[config.mk]
export PLATFORM = sky130hd
export DESIGN_NAME = utf8_stream_decoder_flat
export DESIGN_NICKNAME = d
export VERILOG_FILES = /design/src/rtl/core/utf8d_pkg.sv /design/src/rtl/core/utf8d_if.sv /design/src/rtl/core/utf8d_front.sv /design/src/rtl/core/utf8d_queue.sv /design/src/rtl/core/utf8d_back.sv /design/src/rtl/core/utf8_stream_decoder.sv /design/src/flat_wrapper.sv
export SDC_FILE = /design/constraint.sdc
export NUM_CORES = 1
export LEC_CHECK = 0
export ABC_AREA = 0
export BUFFER_PORTS_ARGS = -buffer_cell sky130_fd_sc_hd__buf_2
export CAP_MARGIN = 20
export CORE_MARGIN = 10
export CORE_UTILIZATION = 65
export CTS_BUF_LIST = sky130_fd_sc_hd__clkbuf_8
export DETAILED_ROUTE_END_ITERATION = 8
export PLACE_DENSITY = 0.84
export RECOVER_POWER = 50
export SYNTH_ARGS = -nofsm -noshare
export SYNTH_HDL_FRONTEND = slang
export SYNTH_SLANG_ARGS = --single-unit
[constraint.sdc]
create_clock -name clk -period 6.4 [get_ports clk]
set_input_delay 0 -clock clk [delete_from_list [all_inputs] [get_ports clk]]
set_output_delay 0 -clock clk [all_outputs]
set_load 0.05 [all_outputs]
[src/rtl/core/utf8d_pkg.sv]
// shared types, constants and lead byte classification for the utf-8 decoder
package utf8d_pkg;

  localparam int CP_W        = 21;
  localparam int QUEUE_DEPTH = 4;

  localparam logic [CP_W-1:0] REPLACEMENT_CP = 21'h00FFFD;
  localparam logic [CP_W-1:0] MIN_CP_LEN2    = 21'h000080;
  localparam logic [CP_W-1:0] MIN_CP_LEN3    = 21'h000800;
  localparam logic [CP_W-1:0] MIN_CP_LEN4    = 21'h010000;

  // sequence length announced by a lead byte
  typedef enum logic [2:0] {
    LEAD_BAD = 3'd0,
    LEAD_1   = 3'd1,
    LEAD_2   = 3'd2,
    LEAD_3   = 3'd3,
    LEAD_4   = 3'd4
  } lead_t;

  // one queue entry: everything one byte produces
  typedef struct packed {
    logic            brk;      // replacement for a broken sequence goes first
    logic            main_vld; // a second, ordinary result follows
    logic [CP_W-1:0] cp;
    logic            rep;
    logic            fin;
  } qent_t;

  // head of the queue as seen by the back end
  typedef struct packed {
    logic  vld;
    qent_t ent;
  } qhead_t;

  function automatic lead_t lead_class(input logic [7:0] b);
    lead_t c;
    if (b[7:3] == 5'b11110) c = LEAD_4;
    else if (b[7:4] == 4'b1110) c = LEAD_3;
    else if (b[7:5] == 3'b110) c = LEAD_2;
    else if (b[7] == 1'b0) c = LEAD_1;
    else c = LEAD_BAD;
    return c;
  endfunction

endpackage

[src/rtl/core/utf8d_if.sv]
// byte and code point stream interfaces of the utf-8 decoder
interface utf8d_byte_if;
  logic       valid;
  logic       ready;
  logic [7:0] data_byte;
  logic       string_end;

  modport source (output valid, output data_byte, output string_end, input ready);
  modport sink (input valid, input data_byte, input string_end, output ready);
endinterface

interface utf8d_cp_if;
  logic                        valid;
  logic                        ready;
  logic [utf8d_pkg::CP_W-1:0]  code_point;
  logic                        replaced;
  logic                        last_for_byte;
  logic                        final_of_string;

  modport source (output valid, output code_point, output replaced,
                  output last_for_byte, output final_of_string, input ready);
  modport sink (input valid, input code_point, input replaced,
                input last_for_byte, input final_of_string, output ready);
endinterface

[src/rtl/core/utf8d_front.sv]
// front end: takes bytes, tracks the open sequence and builds queue entries
module utf8d_front (
  input  logic              clk,
  input  logic              rst_n,
  input  logic              accept,
  input  logic [7:0]        data_byte,
  input  logic              string_end,
  output logic              push,
  output utf8d_pkg::qent_t  push_ent
);

  logic [1:0]                 rem_r, rem_nxt;
  logic [2:0]                 len_r, len_nxt;
  logic [utf8d_pkg::CP_W-1:0] part_r, part_nxt;

  logic                       is_cont;
  utf8d_pkg::lead_t           lc;
  logic [utf8d_pkg::CP_W-1:0] gathered;
  logic [utf8d_pkg::CP_W-1:0] min_cp;
  logic                       do_lead;

  assign is_cont = (data_byte[7:6] == 2'b10);
  assign lc      = utf8d_pkg::lead_class(data_byte);

  // continuation bits placed by how many bytes are still due
  always_comb begin
    case (rem_r)
      2'd3:    gathered = part_r | {3'd0, data_byte[5:0], 12'd0};
      2'd2:    gathered = part_r | {9'd0, data_byte[5:0], 6'd0};
      2'd1:    gathered = part_r | {15'd0, data_byte[5:0]};
      default: gathered = part_r;
    endcase
  end

  always_comb begin
    case (len_r)
      3'd2:    min_cp = utf8d_pkg::MIN_CP_LEN2;
      3'd3:    min_cp = utf8d_pkg::MIN_CP_LEN3;
      3'd4:    min_cp = utf8d_pkg::MIN_CP_LEN4;
      default: min_cp = '0;
    endcase
  end

  always_comb begin
    rem_nxt           = rem_r;
    len_nxt           = len_r;
    part_nxt          = part_r;
    push_ent.brk      = 1'b0;
    push_ent.main_vld = 1'b0;
    push_ent.cp       = utf8d_pkg::REPLACEMENT_CP;
    push_ent.rep      = 1'b1;
    push_ent.fin      = string_end;
    do_lead           = 1'b0;

    if (rem_r == 2'd0) begin
      do_lead = 1'b1;
    end else if (is_cont) begin
      part_nxt = gathered;
      rem_nxt  = rem_r - 2'd1;
      if (rem_r == 2'd1) begin
        push_ent.main_vld = 1'b1;
        rem_nxt           = '0;
        len_nxt           = '0;
        if (gathered >= min_cp) begin
          push_ent.cp  = gathered;
          push_ent.rep = 1'b0;
        end
      end else if (string_end) begin
        // truncated at string end
        push_ent.main_vld = 1'b1;
        rem_nxt           = '0;
        len_nxt           = '0;
      end
    end else begin
      // sequence broken by a non-continuation byte
      push_ent.brk = 1'b1;
      rem_nxt      = '0;
      len_nxt      = '0;
      do_lead      = 1'b1;
    end

    if (do_lead) begin
      case (lc)
        utf8d_pkg::LEAD_1: begin
          push_ent.main_vld = 1'b1;
          push_ent.cp       = {13'd0, data_byte};
          push_ent.rep      = 1'b0;
        end
        utf8d_pkg::LEAD_2: begin
          part_nxt = {10'd0, data_byte[4:0], 6'd0};
          rem_nxt  = 2'd1;
          len_nxt  = 3'd2;
        end
        utf8d_pkg::LEAD_3: begin
          part_nxt = {5'd0, data_byte[3:0], 12'd0};
          rem_nxt  = 2'd2;
          len_nxt  = 3'd3;
        end
        utf8d_pkg::LEAD_4: begin
          part_nxt = {data_byte[2:0], 18'd0};
          rem_nxt  = 2'd3;
          len_nxt  = 3'd4;
        end
        default: begin
          push_ent.main_vld = 1'b1;
        end
      endcase
      if (lc != utf8d_pkg::LEAD_1 && lc != utf8d_pkg::LEAD_BAD && string_end) begin
        push_ent.main_vld = 1'b1;
        rem_nxt           = '0;
        len_nxt           = '0;
      end
    end
  end

  assign push = accept && (push_ent.brk || push_ent.main_vld);

  always_ff @(posedge clk) begin
    if (!rst_n) begin
      rem_r <= '0;
      len_r <= '0;
    end else if (accept) begin
      rem_r <= rem_nxt;
      len_r <= len_nxt;
    end
  end

  always_ff @(posedge clk) begin
    if (accept) begin
      part_r <= part_nxt;
    end
  end

endmodule

[src/rtl/core/utf8d_queue.sv]
// short register queue between the front and back ends
module utf8d_queue #(
  parameter int DEPTH = utf8d_pkg::QUEUE_DEPTH
) (
  input  logic              clk,
  input  logic              rst_n,
  input  logic              push,
  input  utf8d_pkg::qent_t  push_ent,
  input  logic              pop,
  output logic              full,
  output utf8d_pkg::qhead_t head
);

  localparam int PTR_W = (DEPTH > 1) ? $clog2(DEPTH) : 1;
  localparam int CNT_W = $clog2(DEPTH + 1);

  utf8d_pkg::qent_t mem_r [DEPTH];
  logic [PTR_W-1:0] wr_ptr_r, rd_ptr_r;
  logic [CNT_W-1:0] cnt_r;

  function automatic logic [PTR_W-1:0] ptr_inc(input logic [PTR_W-1:0] p);
    return (p == PTR_W'(DEPTH - 1)) ? '0 : p + PTR_W'(1);
  endfunction

  assign full     = (cnt_r == CNT_W'(DEPTH));
  assign head.vld = (cnt_r != '0);
  assign head.ent = mem_r[rd_ptr_r];

  always_ff @(posedge clk) begin
    if (!rst_n) begin
      wr_ptr_r <= '0;
      rd_ptr_r <= '0;
      cnt_r    <= '0;
    end else begin
      if (push) wr_ptr_r <= ptr_inc(wr_ptr_r);
      if (pop) rd_ptr_r <= ptr_inc(rd_ptr_r);
      if (push && !pop) cnt_r <= cnt_r + CNT_W'(1);
      else if (pop && !push) cnt_r <= cnt_r - CNT_W'(1);
    end
  end

  always_ff @(posedge clk) begin
    if (push) mem_r[wr_ptr_r] <= push_ent;
  end

endmodule

[src/rtl/core/utf8d_back.sv]
// back end: splits queue entries into results and holds the output register
module utf8d_back (
  input  logic                       clk,
  input  logic                       rst_n,
  input  utf8d_pkg::qhead_t          head,
  output logic                       pop,
  input  logic                       out_ready,
  output logic                       out_valid,
  output logic [utf8d_pkg::CP_W-1:0] out_cp,
  output logic                       out_rep,
  output logic                       out_last,
  output logic                       out_fin
);

  logic                       vld_r;
  logic [utf8d_pkg::CP_W-1:0] cp_r;
  logic                       rep_r, last_r, fin_r;
  logic                       brk_sent_r;
  logic                       load, send_brk;

  assign load     = head.vld && (!vld_r || out_ready);
  assign send_brk = head.ent.brk && !brk_sent_r;
  // leave the entry in place while its second result is still due
  assign pop      = load && !(send_brk && head.ent.main_vld);

  always_ff @(posedge clk) begin
    if (!rst_n) begin
      vld_r      <= 1'b0;
      brk_sent_r <= 1'b0;
    end else begin
      if (load) vld_r <= 1'b1;
      else if (out_ready) vld_r <= 1'b0;
      if (load) brk_sent_r <= send_brk && head.ent.main_vld;
    end
  end

  always_ff @(posedge clk) begin
    if (load) begin
      if (send_brk) begin
        cp_r   <= utf8d_pkg::REPLACEMENT_CP;
        rep_r  <= 1'b1;
        last_r <= 1'b0;
        fin_r  <= 1'b0;
      end else begin
        cp_r   <= head.ent.cp;
        rep_r  <= head.ent.rep;
        last_r <= 1'b1;
        fin_r  <= head.ent.fin;
      end
    end
  end

  assign out_valid = vld_r;
  assign out_cp    = cp_r;
  assign out_rep   = rep_r;
  assign out_last  = last_r;
  assign out_fin   = fin_r;

endmodule

[src/rtl/core/utf8_stream_decoder.sv]
// top level of the streaming utf-8 to code point decoder
// Decodes one byte per clock cycle into code points. The front end accepts a
// beat whenever the queue has room, so a steady stream runs at one byte per
// cycle; a result passes through a queue entry and then the output register. A
// byte that breaks an open sequence and also stands alone makes two result
// beats, which leave the output port one after the other; the queue of
// QUEUE_DEPTH entries absorbs these and output stalls, and the input stalls
// only once it is full. Malformed input (bad lead, stray continuation, broken,
// truncated or overlong sequence) yields U+FFFD with replaced set.
module utf8_stream_decoder #(
  parameter int QUEUE_DEPTH = utf8d_pkg::QUEUE_DEPTH
) (
  input  logic    clk,
  input  logic    rst_n,
  utf8d_byte_if.sink  in_byte,
  utf8d_cp_if.source  out_cp
);

  logic              q_full;
  logic              accept;
  logic              push, pop;
  utf8d_pkg::qent_t  push_ent;
  utf8d_pkg::qhead_t head;

  // input beat taken whenever the queue can hold what it makes
  assign in_byte.ready = !q_full;
  assign accept        = in_byte.valid && !q_full;

  // front: sequence tracking and classification
  utf8d_front u_front (
    .clk        (clk),
    .rst_n      (rst_n),
    .accept     (accept),
    .data_byte  (in_byte.data_byte),
    .string_end (in_byte.string_end),
    .push       (push),
    .push_ent   (push_ent)
  );

  // queue decouples input stalls from output stalls
  utf8d_queue #(
    .DEPTH (QUEUE_DEPTH)
  ) u_queue (
    .clk      (clk),
    .rst_n    (rst_n),
    .push     (push),
    .push_ent (push_ent),
    .pop      (pop),
    .full     (q_full),
    .head     (head)
  );

  // back: one result beat per cycle into the output register, unless the output stalls
  utf8d_back u_back (
    .clk       (clk),
    .rst_n     (rst_n),
    .head      (head),
    .pop       (pop),
    .out_ready (out_cp.ready),
    .out_valid (out_cp.valid),
    .out_cp    (out_cp.code_point),
    .out_rep   (out_cp.replaced),
    .out_last  (out_cp.last_for_byte),
    .out_fin   (out_cp.final_of_string)
  );

  // a result that is not the last of its byte is always the broken-sequence mark
  a_first_is_replacement : assert property (@(posedge clk) disable iff (!rst_n)
    out_cp.valid && !out_cp.last_for_byte |->
      out_cp.replaced && out_cp.code_point == utf8d_pkg::REPLACEMENT_CP)
    else $error("non-final result of a byte is not a replacement");

  // the end of a string is only ever flagged on a byte's final result
  a_fin_on_last : assert property (@(posedge clk) disable iff (!rst_n)
    out_cp.valid && out_cp.final_of_string |-> out_cp.last_for_byte)
    else $error("string end flagged on a non-final result");

  // the replaced flag always goes with the replacement character
  a_replaced_value : assert property (@(posedge clk) disable iff (!rst_n)
    out_cp.valid && out_cp.replaced |-> out_cp.code_point == utf8d_pkg::REPLACEMENT_CP)
    else $error("replaced result without the replacement character");

  // no entry taken from an empty queue
  a_no_pop_empty : assert property (@(posedge clk) disable iff (!rst_n)
    pop |-> head.vld)
    else $error("queue popped while empty");

endmodule

[src/flat_wrapper.sv]
// flat-port wrapper written by rule: the top's interface ports become plain ports
module utf8_stream_decoder_flat 
#(
  parameter int QUEUE_DEPTH = utf8d_pkg::QUEUE_DEPTH
)
  (clk, rst_n, in_byte_valid, in_byte_data_byte, in_byte_string_end, in_byte_ready, out_cp_valid, out_cp_code_point, out_cp_replaced, out_cp_last_for_byte, out_cp_final_of_string, out_cp_ready);
  utf8d_byte_if in_byte_i ();
  utf8d_cp_if out_cp_i ();
  input  logic clk;
  input  logic rst_n;
  input wire logic [$bits(in_byte_i.valid)-1:0] in_byte_valid;
  input wire logic [$bits(in_byte_i.data_byte)-1:0] in_byte_data_byte;
  input wire logic [$bits(in_byte_i.string_end)-1:0] in_byte_string_end;
  output wire logic [$bits(in_byte_i.ready)-1:0] in_byte_ready;
  output wire logic [$bits(out_cp_i.valid)-1:0] out_cp_valid;
  output wire logic [$bits(out_cp_i.code_point)-1:0] out_cp_code_point;
  output wire logic [$bits(out_cp_i.replaced)-1:0] out_cp_replaced;
  output wire logic [$bits(out_cp_i.last_for_byte)-1:0] out_cp_last_for_byte;
  output wire logic [$bits(out_cp_i.final_of_string)-1:0] out_cp_final_of_string;
  input wire logic [$bits(out_cp_i.ready)-1:0] out_cp_ready;
  assign in_byte_i.valid = in_byte_valid;
  assign in_byte_i.data_byte = in_byte_data_byte;
  assign in_byte_i.string_end = in_byte_string_end;
  assign in_byte_ready = in_byte_i.ready;
  assign out_cp_valid = out_cp_i.valid;
  assign out_cp_code_point = out_cp_i.code_point;
  assign out_cp_replaced = out_cp_i.replaced;
  assign out_cp_last_for_byte = out_cp_i.last_for_byte;
  assign out_cp_final_of_string = out_cp_i.final_of_string;
  assign out_cp_i.ready = out_cp_ready;
  utf8_stream_decoder #(.QUEUE_DEPTH(QUEUE_DEPTH)) u_core (.clk(clk), .rst_n(rst_n), .in_byte(in_byte_i), .out_cp(out_cp_i));
endmodule
# After elaboration in Yosys (flattened, before gate mapping)
# Memories as Yosys holds them, arrays and structs flattened. A register that Yosys moved wholly into a read port is not among the register bits.
# Cells that the tools add are included.
[totals]
latchBits = 0
reg_bits = 59
in_bits = 13
mem_count = 1
ramBits = 100
rom_bits = 0
[memory_table]
columns = ["memory", "depth", "width", "rd", "rd_ports_with_merged_regs", "write_ports", "line_no", "text"]
rows = [
  ["u_core.u_queue.mem_r", 4, 25, 1, 1, 1, "utf8d_queue.sv:17", "utf8d_pkg::qent_t mem_r [DEPTH];"],
]
[classes]
n_reduce_logical = 24
div = 0
n_eq_ne = 18
addsub = 5
bitwise_logic = 3
order_cmp = 1
muxes = 47
n_mul = 0
shift = 0
[op_table]
columns = ["operator", "n"]
rows = [
  ["$pmux W21 S3", 2],
  ["$mux W22", 3],
  ["$mux W21", 3],
  ["$pmux W17 S3", 1],
  ["$mux W23", 2],
  ["$mux W3", 9],
  ["$mux W2", 12],
  ["$mux W24", 1],
  ["$ge A21 B21 Y1", 1],
  ["$or A21 B12 Y21", 1],
  ["$or A21 B18 Y21", 1],
  ["$or A21 B6 Y21", 1],
  ["$eq A3 B2 Y1 const B", 4],
  ["$eq A3 B3 Y1 const B", 4],
  ["$mux W1", 12],
  ["$eq A2 B2 Y1 const B", 5],
  ["$logic_and A1 B1 Y1", 10],
  ["$pmux W3 S3", 1],
  ["$logic_not A1 Y1", 6],
  ["$pmux W2 S3", 1],
  ["$reduce_bool A3 Y1", 2],
  ["$eq A5 B5 Y1 const B", 1],
  ["$add A2 B1 Y2 const B", 2],
  ["$eq A4 B4 Y1 const B", 1],
  ["10 further kinds", 12],
]

# Logic depth before layout (Yosys ltp)
# Gate-level depths: netlist (run 1).
[depth]
depth_word = 16
depth_mapped = 16
depth_no_buf = 12

# Cells and area by module
# From an unflattened synthesis (run 1), not the netlist that was laid out.
[unflattened]
cells_unflattened = 500
area_unflattened_um2 = 7309.5
[modules_own_cells]
columns = ["module", "seq_area_each_um2", "n_inst", "cells_each", "area_each_um2"]
rows = [
  ["utf8d_queue", 3183.1, 1, 175, 4110.2],
  ["utf8d_front", 730.7, 1, 261, 2183.3],
  ["utf8d_back", 760.7, 1, 62, 1006.0],
  ["utf8_stream_decoder", 0.0, 1, 2, 10.0],
]

# Worst setup path before layout (run 1)
# No wires, ideal clock.
[synth_timing]
path_kind = "register -> register"
start = "register u_core.u_front.rem_r[0]"
end = "memory u_core.u_queue.mem_r[0][13] (netlist bit), data pin"
arrival_time_ps = 3190
slack_ps = 2947
path_buffers = 4
path_stages_with_launch = 15
path_cell_list = "dfxtp_1 inv_1 ha_1 buf_6 clkbuf_1 clkbuf_1 o31ai_1 nand2_1 ha_1 nand4_1 or4_4 nor4b_4 o31ai_4 buf_6 o21a_1"
[synth_lines]
columns = ["element", "line_no", "text"]
rows = [
  ["from (decl)", "utf8d_front.sv:12", "logic [1:0] rem_r, rem_nxt;"],
  ["from (signal assigned)", "utf8d_front.sv:123", "rem_r <= rem_nxt;"],
  ["to (decl)", "utf8d_queue.sv:17", ""],
]

==> impl_results.md, run 1 <==
- Initial drt markers: 558
- Worst path max stage delay: 1.55 ns
- Number of max-cap violations: 4
- Cell variety after synth: 56
- CTS Buf Count: 17
- Tmin final: 4.485 ns
- Die span in y: 125.8 um
- P per Cell Area: 408.4 nW/um^2
- Drt total wl: 15610 um
- H-tree levels: 4
- Commonest non-fill, non-tap cell in the layout: edfxtp_1
- Io pins: 39
- Clock buffer depth: 2
- Synthesis-to-finish area growth: 9.809%
- Die width: ~130 um
- Sequential share of the synthesized area: 0.6429
- Max Fclk: 223.0 MHz
- Initial antenna violation count: 0
- FFs w/ async S/R, synth: 0
- Core Util, Final: 0.7333
- Yosys top cell area share: 0.5989
- Post-CTS sizing: 0
- Vias in the first global route: ~4600
- Final Setup Violations: 0
- Row cnt: 38
- Outcome: finished, violations left
- Mapped Cells: 500
- Most frequent CP cell: nand2_1
- #FFs+latches synth: 161
- Crit-path max FO: 25
- Post-synth EDFFs: 145
- Total vias in the final route: 4519
- Max_slew headroom: -0.4595
- Dpl hpwl: 9908 um
- GRT Total Usage: 0.1996
- Clock Pin Slew Worst Setup and Hold Paths: 0.09 ns
- Max-slew violations: 106
- Synth Net Count: 529
- Cell taking the most area after synthesis: edfxtp_1
- Measured slew at the worst slew-check pin: 2.189 ns
- DR WL/cell: 22.47 um
- Min-delay src: in_byte_data_byte[2]
- Violated checks: capacitance limit, slew limit
- Slowest-stage cell, CP: clkbuf_1
- Drt drc: 0
- VDD IR-drop max: 0.2466 mV
- Final Skew: roughly 0.016 ns
- Dominant cells by area after synthesis: edfxtp_1 (60%), mux4_2 (7.7%), dfxtp_1 (4.4%)
- Leading cell types in the layout, fill and taps excluded: edfxtp_1 (145), clkbuf_1 (33), mux4_2 (25)
- Crit-path cells: clkbuf_1 -> mux4_2 -> nor2b_1 -> buf_4 -> nand2_1 -> nand2_1 -> ha_1 -> inv_1 -> fa_1 -> xor2_1 -> or3_1 -> a21boi_0
- Hold_buf cts: 6
- Leakage power: 0.002681 uW
- Mapped cell area: just over 7000 um^2
- Initial core utilization: 0.6678
- Endpoints failing hold: 0
- Crit path launch type: flop
- WP data required: approximately 6.8 ns
- Clk_lat worst skew: 0.45 ns
- Critical Path AT: 4.85 ns
- Synth warn: 0
- Router iterations before antenna repair: 5
- Critical path class: flop to flop
- ANT nets after route: 0
- Clock sink count: around 160
- CTS tree: done
- Crit path capture type: flop
- Core Area: 10890 um^2
- Vias/cell: between 6 and 7
- Final worst path period share: 0.7008
- Top FF cell, synth: edfxtp_1
- Power consumption: 3261 uW
- Nets@finish: 571
- IO buf count: 38
- Root Driver: clkbuf_8
- TNS Setup: 0 ns
- RSZ-0062 raised after global routing: no
- Mean post-synth cell area: 14.54 um^2
- Antenna cells: 0
- Largest net degree at the start of global routing: 31
- Die area: 15820 um^2
- Post-CTS Repair Setup Buffers: 0
- Min-delay worst type: input pin to flop
- Total grt overflow: 0
- Layout cells sized above 1: 0.1694
- Gpl congestion: 0.9698
- First-pass GRT wire length: 25070 um
==> synthesized netlist by cell type, drive strengths merged, types with 3 or more instances <==
library cell	number
edfxtp	145
mux4	25
nand2	23
nor2	23
nor2b	23
clkbuf	21
o21ai	21
a21oi	17
dfxtp	16
or2	16
ha	15
inv	13
and2	11
buf	10
nor3	10
a21boi	9
a22o	8
nand3b	8
o31ai	8
nand3	6
o31a	6
a21o	5
a221oi	5
and3	5
o21a	5
o22a	5
mux2i	4
o22ai	3
o32a	3
or3	3
==> power by group <==
group / total, uW / switching, uW / internal (uW) / leakage [uW]
combinational: 1030 / 694 / 337 / 0.00101
clock: 761 / 401 / 360 / 0.000206
sequential: 1470 / 79.2 / 1390 / 0.00147
==> logic make-up after synthesis <==
family,Yosys count,synth area share
buffers and inverters,44,0.02633
AOI/OAI and AO/OA,110,0.1100
DFF,161,0.6429
xor gates and xnor gates,2,0.002410
muxes,29,0.08295
adders and majority gates,16,0.02857
and+or+nand+nor,138,0.1069
==> per-stage QoR <==
stage | std cells | hold slack [ns] | area (um^2) | setup WS, ns
after CTS | 695 | 0.006018 | 8038 | 2.451
final | 695 | 0.02624 | 7984 | 1.915
after global routing | 695 | 0.004518 | 7984 | 1.337
after global placement | 657 | 0.2880 | 7572 | 2.633
after detailed placement | 657 | 0.3068 | 7572 | 2.478
after floorplan | 500 | 0.09887 | 7271 | 2.947
==> layer usage <==
layer,vias to the layer above,GRT usage,wire (um)
li1,2016,-,-
met1,2254,0.2566,6413
met2,223,0.3235,7679
met3,26,0.05159,1194
met4,0,0.06899,327
met5,-,0,0
==> critical path: cells and delay by family, from the launching register on <==
| family | cells | cell delay (ns) |
|---|---|---|
| AND/OR/NAND/NOR | 4 | 0.71 |
| adder cells (fa/ha/maj) | 2 | 0.66 |
| flip-flops | 1 | 0.31 |
| multiplexers | 1 | 0.46 |
| buffers and inverters | 3 | 1.90 |
| XOR/XNOR | 1 | 0.16 |
| AO/OA/AOI/OAI | 1 | 0.20 |
==> state kept, by name, indices dropped and copies added, names as in the netlist, named ones only <==
register / count
u_core.u_front.part_r: 21
u_core.u_back.out_last: 1
u_core.u_back.out_cp: 21
u_core.u_queue.cnt_r: 3
u_core.u_back.brk_sent_r: 1
u_core.u_queue.mem_r: 100
u_core.u_queue.wr_ptr_r: 2
u_core.u_queue.rd_ptr_r: 2
u_core.u_front.rem_r: 2
u_core.u_back.out_rep: 1
u_core.u_back.out_valid: 1
u_core.u_front.len_r: 3
u_core.u_back.out_fin: 1
==> layout make-up <==
type | count | area (um^2)
clock buffer | 17 | 234.0
clock inverter | 15 | 171.4
fill | 691 | 2904
inverter | 13 | 48.80
multi-input combinational | 295 | 2409
sequential | 161 | 4674
tap | 140 | 175.2
timing repair buffer | 54 | 271.5
==> final timing paths <==
path / end / slack, ns / depth (start not counted)
setup / recovery: u_core.u_queue.cnt_r[2] / 1.92 / 12
hold / removal: u_core.u_front.part_r[8] / 0.03 / 2
setup reg to reg: u_core.u_queue.cnt_r[2] / 1.92 / 12
hold reg to reg: u_core.u_front.len_r[1] / 0.54 / 2
Note: power is estimated with default switching activity, not from simulation.
==> inputs of run 2 (changes only) <==
--- a/config.mk
+++ b/config.mk
@@ -5,14 +5,14 @@
 export SDC_FILE = /design/constraint.sdc
 export NUM_CORES = 1
 export LEC_CHECK = 0
-export ABC_AREA = 0
+export ABC_AREA = 1
 export BUFFER_PORTS_ARGS = -buffer_cell sky130_fd_sc_hd__buf_2
 export CAP_MARGIN = 20
 export CORE_MARGIN = 10
-export CORE_UTILIZATION = 65
+export CORE_UTILIZATION = 63
 export CTS_BUF_LIST = sky130_fd_sc_hd__clkbuf_8
 export DETAILED_ROUTE_END_ITERATION = 8
-export PLACE_DENSITY = 0.84
+export PLACE_DENSITY = 0.82
 export RECOVER_POWER = 50
 export SYNTH_ARGS = -nofsm -noshare
 export SYNTH_HDL_FRONTEND = slang
==> constraint.sdc (replaced) <==
create_clock -name clk -period 4.2 [get_ports clk]
set_input_delay 0 -clock clk [delete_from_list [all_inputs] [get_ports clk]]
set_output_delay 0 -clock clk [all_outputs]
set_load 0.05 [all_outputs]
==> run 2 against run 1 <==
- the flow still finishes with violations (capacitance limit, slew limit)
- maximum frequency is 27% higher
- area after synthesis barely moved
- clock skew shrank 0.0037 ns
- synthesized cell count up 37%
- sequential power is 56% higher
- sequential share of layout area down 0.41 points
- largest cell class unchanged
- highest routed layer unchanged
==> impl_results.md, run 2 <==
- Final Setup Violations: 0 (unchanged)
- Clock buffer depth: 2 (unchanged)
- Post-synth EDFFs: 145 (unchanged)
- Io pins: 39 (unchanged)
- Initial core utilization: 0.6399 (-0.02785)
- ANT nets after route: 0 (unchanged)
- Post-CTS sizing: 0 (unchanged)
- Critical Path AT: 3.92 ns (-0.93 ns)
- Cell variety after synth: 38 (-32%)
- Crit path from: u_core.u_front.rem_r[1]
- Layout cells sized above 1: 0.08690 (-0.08247)
- R2r endpoint: u_core.u_queue.cnt_r[2]
- Max Fclk: 282.9 MHz (+27%)
- Synth warn: 0 (unchanged)
- Initial antenna violation count: 0 (unchanged)
- Nets@finish: 764 (+34%)
- WP data required: 4.58 ns (-2.18 ns)
- Critical path class: flop to flop
- Mapped cell area: 7276 um^2 (about the same)
- First-pass GRT wire length: 27600 um (+10%)
- Clk_lat worst skew: 0.46 ns (about the same)
- DR WL/cell: 19.20 um (-15%)
- Largest net degree at the start of global routing: 47 (+52%)
- Total vias in the final route: 5220 (+16%)
- Dominant cells by area after synthesis: edfxtp_1 (60%), nand2_1 (6.3%), o21ai_0 (5.2%)
- Largest register FFs: 100 (unchanged)
- TNS Setup: 0 ns (unchanged)
- Tmin final: 3.535 ns (-0.9502 ns)
- Worst path max stage delay: 0.65 ns (-0.90 ns)
- Max_slew headroom: -0.01154 (+0.4479)
- Measured slew at the worst slew-check pin: 1.517 ns (-0.6719 ns)
- Die span in y: 127.5 um (+1.4%)
- Final Skew: 0.01263 ns (-0.003683 ns)
- Endpoints failing hold: 0 (unchanged)
- Dpl hpwl: 11220 um (+13%)
- Top reg by flops: u_core.u_queue.mem_r
- Yosys top cell area share: 0.5985 (about the same)
- Clock sink count: 161 (unchanged)
- Outcome: finished, violations left
- Synthesis-to-finish area growth: 10.51%
- Drt drc: 0 (unchanged)
- RSZ-0062 raised after global routing: no
- Slowest-stage cell, CP: inv_1
- Violated checks: capacitance limit, slew limit
- Crit path capture type: flop
- Gpl congestion: 0.9294 (-4.2%)
- VDD IR-drop max: 0.4683 mV (+90%)
- Row cnt: 39 (+2.6%)
- Drt total wl: 17110 um (+9.6%)
- #FFs+latches synth: 161 (unchanged)
- Min-delay worst type: input pin to flop
- Most frequent cell after synthesis: edfxtp_1
- Max-slew violations: 28 (-74%)
- Leading cell types in the layout, fill and taps excluded: edfxtp_1 (145), nand2_1 (122), nor2_1 (88), inv_1 (82), o21ai_0 (76)
- Power consumption: 5116 uW (+57%)
- Sequential share of the synthesized area: 0.6425 (about the same)
- Leakage power: 0.003012 uW (+12%)
- Vias in the first global route: 5348 (+15%)
- CTS tree: done
- Cell taking the most area after synthesis: edfxtp_1
- Core Util, Final: 0.7072 (-0.02612)
- GRT Total Usage: 0.2156 (+0.01601)
- Worst r2r src: u_core.u_front.rem_r[1]
- Clock Pin Slew Worst Setup and Hold Paths: 0.08 ns (about the same)
- CP endpoint: u_core.u_queue.cnt_r[2]
- H-tree levels: 4 (unchanged)
- Die width: 127.5 um (+1.4%)
- Synth Net Count: 712 (+35%)
- Commonest non-fill, non-tap cell in the layout: edfxtp_1
- Total grt overflow: 0 (unchanged)
- CTS Buf Count: 17 (unchanged)
- Vias/cell: 5.859 (-9.9%)
- Number of max-cap violations: 1 (-3)
- Depth of the most critical reg-to-reg path: 15 (+3)
- Antenna cells: 0 (unchanged)
- Mean post-synth cell area: 10.65 um^2 (-27%)
- Most common library cells after synthesis: edfxtp_1 (145), nand2_1 (122), nor2_1 (91)
- Initial drt markers: 728 (+30%)
- FFs w/ async S/R, synth: 0 (unchanged)
- Root Driver: clkbuf_8
- Die area: 16250 um^2 (+2.7%)
- Mapped Cells: 683 (+37%)
- Crit path launch type: flop
- Most frequent CP cell: inv_1
- Final worst path period share: 0.8416 (+0.1408)
- Reg-to-reg slack, setup: 0.67 ns (-1.25 ns)
- Crit-path cells: inv_1 -> ha_1 -> inv_1 -> nand3_1 -> inv_1 -> o22ai_1 -> nand2_1 -> inv_1 -> ha_1 -> inv_1 -> fa_1 -> a21oi_1 -> o21ai_0 -> o21ai_0 -> a21oi_1
- Router iterations before antenna repair: 7 (+2)
- Crit-path max FO: 25 (unchanged)
- Core Area: 11370 um^2 (+4.4%)
- P per Cell Area: 636.3 nW/um^2 (+56%)
- Post-CTS Repair Setup Buffers: 0 (unchanged)
- Top FF cell, synth: edfxtp_1
- IO buf count: 38 (unchanged)
## run 2: cell types whose count changed after synthesis, sizes merged, moves of 11 or more
cell / previous run / this run
nand2: 23 / 127
o21ai: 21 / 76
mux4: 25 / 0
nand3: 6 / 29
o221ai: 0 / 25
inv: 13 / 77
nor2b: 23 / 0
or2: 16 / 0
nor2: 23 / 97
and2: 11 / 0
## run 2: cells by family (layout without fill, tap and decap cells)
kind of cell               after synthesis  after routing  synth area share
and+or+nand+nor                        259            259            0.1524
DFF                                    161            161            0.6425
AOI/OAI and AO/OA                      143            143            0.1187
buffers and inverters                  104            169           0.05795
adders and majority gates               16             16           0.02855
## run 2: final cells by class
class                      count  area [um^2]
timing repair buffer          59        314.1
tap                          143        178.9
inverter                      78        292.8
clock buffer                  17        234.0
fill                         842         3329
multi-input combinational    418         2190
clock inverter                15        156.4
sequential                   161         4674
## run 2: routing by layer
layer | up-vias | track usage | routed length (um)
met5 | - | 0 | 0
met4 | 0 | 0.08171 | 291
met3 | 26 | 0.05418 | 1367
met2 | 223 | 0.3590 | 8623
met1 | 2484 | 0.2651 | 6827
li1 | 2487 | - | -
## run 2: timing repair
| item | in CTS | in global routing |
|---|---|---|
| endpoints found under the hold margin | 34 | 0 |
| setup endpoints to repair | 0 | 0 |
| hold buffers | 9 | 0 |
## run 2: worst min-delay path by stage
| stage | from | to | slack, ns | cells past startpoint |
|---|---|---|---|---|
| floorplan | in_byte_string_end | u_core.u_queue.mem_r[0][0] | 0.1 | 0 |
| global placement | in_byte_string_end | u_core.u_queue.mem_r[2][0] | 0.31 | 1 |
| detailed placement | in_byte_string_end | u_core.u_queue.mem_r[3][0] | 0.31 | 1 |
| CTS | in_byte_data_byte[4] | u_core.u_front.part_r[10] | 0.04 | 3 |
| global route | in_byte_data_byte[4] | u_core.u_front.part_r[10] | 0.1 | 3 |
| finish | in_byte_data_byte[4] | u_core.u_front.part_r[10] | 0.07 | 3 |
## run 2: through the flow
| step | cells | setup slack, ns | cell area (um^2) | hold slack (ns) |
|---|---|---|---|---|
| 4_1_cts | 891 | 0.9407 | 8103 | 0.04371 |
| 5_1_grt | 891 | 0.4206 | 8040 | 0.09511 |
| 6_report | 891 | 0.6654 | 8040 | 0.07310 |
| 3_3_place_gp | 850 | 1.195 | 7622 | 0.3150 |
| 3_5_place_dp | 850 | 1.002 | 7622 | 0.3125 |
| 2_1_floorplan | 683 | 0.8845 | 7276 | 0.09887 |
## run 2: power breakdown
group / internal [uW] / leakage [uW] / switching (uW) / total [uW]
sequential: 2160 / 0.00144 / 122 / 2290
clock: 575 / 0.000212 / 545 / 1120
combinational: 382 / 0.00136 / 1330 / 1710
total: 3120 / 0.00301 / 2000 / 5120
## run 2: worst max-delay path: cells and delay by family (launching register included)
family	cells	cell delay, ns
simple gates	2	0.63
buf+inv	5	1.19
flops	1	0.44
compound gates	5	0.58
fa+ha+maj	3	0.63
==> inputs of run 3 (changes only) <==
--- a/config.mk
+++ b/config.mk
@@ -5,7 +5,7 @@
 export SDC_FILE = /design/constraint.sdc
 export NUM_CORES = 1
 export LEC_CHECK = 0
-export ABC_AREA = 1
+export ABC_AREA = 0
 export BUFFER_PORTS_ARGS = -buffer_cell sky130_fd_sc_hd__buf_2
 export CAP_MARGIN = 20
 export CORE_MARGIN = 10
==> constraint.sdc (replaced) <==
create_clock -name clk -period 3.5 [get_ports clk]
set_input_delay 0 -clock clk [delete_from_list [all_inputs] [get_ports clk]]
set_output_delay 0 -clock clk [all_outputs]
set_load 0.05 [all_outputs]
==> run 3 against run 2 <==
- the run now ends clean
- total power rose by 15%
- sequential share of layout area decreased by 0.68 points
- design area grew 1.2%
- flip-flop and latch count stayed put
- final cell count fell by 19%
==> impl_results.md, run 3 (synthesis results as in run 1) <==
- Outcome: finished, final reports clean
- Max Fclk: 297.3 MHz (+5.1%)
- Largest net degree at the start of global routing: 27 (-43%)
- Final Skew: 0.008058 ns (-0.004570 ns)
- WP data required: 3.66 ns (-0.92 ns)
- Commonest non-fill, non-tap cell in the layout: edfxtp_1
- Clk pwr share: 0.221 (+0.002)
- Reg power frac: 0.456 (+0.009)
- Io pins: 39 (unchanged)
- NetSw: 2066 uW (+3.5%)
- Min-delay worst type: input pin to flop
- Finished Layout Cells: 721 (-19%)
- Drt drc: 0 (unchanged)
- Clock Pin Slew Worst Setup and Hold Paths: 0.08 ns (about the same)
- Initial core utilization: 0.6395 (about the same)
- First-pass GRT wire length: 24720 um (-10%)
- Met2 wire len: 7601 um (-12%)
- Die area: 16240 um^2 (about the same)
- Die width: 127.4 um (about the same)
- Router iterations before antenna repair: 5 (-2)
- Core Area: 11370 um^2 (unchanged)
- Final worst path period share: 0.9612 (+0.1196)
- Total grt overflow: 0 (unchanged)
- Layout cells sized above 1: 0.1972 (+0.1103)
- Antenna cells: 0 (unchanged)
- Number of max-cap violations: 0 (-1)
- Synthesis-to-finish area growth: 11.89%
- VDD IR-drop max: 0.4924 mV (+5.2%)
- CTS Buf Count: 17 (unchanged)
- Comb pwr share: 0.323 (-0.012)
- Measured slew at the worst slew-check pin: 1.410 ns (-0.1074 ns)
- H-tree levels: 4 (unchanged)
- Dpl hpwl: 10230 um (-8.8%)
- Die span in y: 127.4 um (about the same)
- Drt total wl: 15590 um (-8.9%)
- ANT nets after route: 0 (unchanged)
- Final Setup Violations: 0 (unchanged)
- Internal: 3802 uW (+22%)
- Total vias in the final route: 4601 (-12%)
- Nets@finish: 594 (-22%)
- Top reg by flops: u_core.u_queue.mem_r
- Initial antenna violation count: 0 (unchanged)
- Row cnt: 39 (unchanged)
- Vias/cell: 6.381 (+8.9%)
- Largest register FFs: 100 (unchanged)
- Sw Share: 0.3521 (-0.03803)
- Tmin final: 3.364 ns (-0.1705 ns)
- GRT Total Usage: 0.1939 (-0.02165)
- Max_slew headroom: 0.06008 (+0.07163)
- Leading cell types in the layout, fill and taps excluded: edfxtp_1 (145), clkbuf_1 (34), mux4_2 (25), buf_4 (24)
- CTS tree: done
- Critical Path AT: 3.52 ns (-0.40 ns)
- Max Used Layer: met4
- Power consumption: 5868 uW (+15%)
- Placed cell count: 681 (-20%)
- Leakage power: 0.002774 uW (-7.9%)
- Gpl congestion: 0.9214 (-0.86%)
- Clk_lat worst skew: 0.45 ns (about the same)
- Endpoints failing hold: 0 (unchanged)
- Clock sink count: 161 (unchanged)
- Max-slew violations: 0 (-100%)
- Crit path capture type: flop
- Vias in the first global route: 4614 (-14%)
- Root Driver: clkbuf_8
- TNS Setup: 0 ns (unchanged)
- Critical path class: flop to flop
- P per Cell Area: 721.3 nW/um^2 (+13%)
- Crit-path max FO: 8 (-68%)
- Crit path launch type: flop
- IO buf count: 38 (unchanged)
- Met3 wire length: 1228 um (-10%)
- Clock buffer depth: 2 (unchanged)
- DR WL/cell: 21.62 um (+13%)
- Initial drt markers: 529 (-27%)
- Post-Route M1 WL: 6382 um (-6.5%)
[run 3: cell count changes in the layout (fill, tap and decap cells not counted), sizes merged, moves of 23 or more]
cell and change:
nand2 -104, o21ai -55, o221ai -25, nand3 -23, inv -68, mux4 +25, nor2b +23, nor2 -74
[run 3: final cells by class]
| class | instances | area, um^2 |
|---|---|---|
| repair buffers | 77 | 437.9 |
| inverters | 13 | 48.80 |
| clock inverters | 15 | 143.9 |
| clock buffers | 17 | 234.0 |
| fillers | 783 | 3234 |
| flip-flops and latches | 161 | 4674 |
| well taps | 143 | 178.9 |
| multi-input cells | 295 | 2417 |
[run 3: path summary, 6_finish.rpt]
check,cells past startpoint,to,slack (ns),from
setup reg to reg,12,u_core.u_queue.mem_r[0][11],0.14,u_core.u_front.rem_r[0]
setup / recovery,12,u_core.u_queue.mem_r[0][11],0.14,u_core.u_front.rem_r[0]
hold reg to reg,2,u_core.u_front.len_r[1],0.55,u_core.u_front.len_r[1]
hold / removal,2,u_core.u_front.part_r[18],0.03,in_byte_data_byte[0]
[run 3: power by group through the flow]
stage	combinational, uW	clock (uW)	sequential (uW)
final	1900	1290	2680
after global routing	2040	1380	2710
after CTS	1970	1310	2660
after detailed placement	1950	0	2700
after global placement	1900	0	2690
after floorplan	966	0	3190
[run 3: what timing repair did]
action                                 in CTS  in global routing
setup endpoints to repair                   0                 48
resized for setup                           0                  2
buffers inserted                            0                  1
hold buffers                                7                  0
endpoints found under the hold margin      24                  0
[run 3: per-stage QoR]
| step | utilization | hold slack [ns] | setup slack, ns | instance area, um^2 |
|---|---|---|---|---|
| 3_3_place_gp | 0.6802 | 0.2889 | 0.2288 | 7734 |
| 4_1_cts | 0.7196 | 0.01485 | 0.05290 | 8182 |
| 2_1_floorplan | - | 0.09887 | 0.04651 | 7271 |
| 3_5_place_dp | 0.6802 | 0.3184 | 0.08466 | 7734 |
| 6_report | 0.7155 | 0.03159 | 0.1358 | 8135 |
| 5_1_grt | 0.7155 | 0.04758 | -0.01852 | 8135 |
[run 3: routing by layer]
layer / vias to the layer above / track usage
met3: 36 / 0.04508
met1: 2278 / 0.2463
met4: 0 / 0.07636
met2: 224 / 0.3164
li1: 2063 / -
met5: - / 0
[run 3: worst max-delay path: stages, from the launching register on]
cell	delay, ns
dfxtp_1	0.34
inv_1	0.06
ha_1	0.30
or3_4	0.42
nand2_1	0.08
nand2_1	0.08
ha_1	0.31
nand4_1	0.10
or4_4	0.50
nor4b_4	0.31
buf_4	0.19
o31a_1	0.24
a21boi_1	0.15
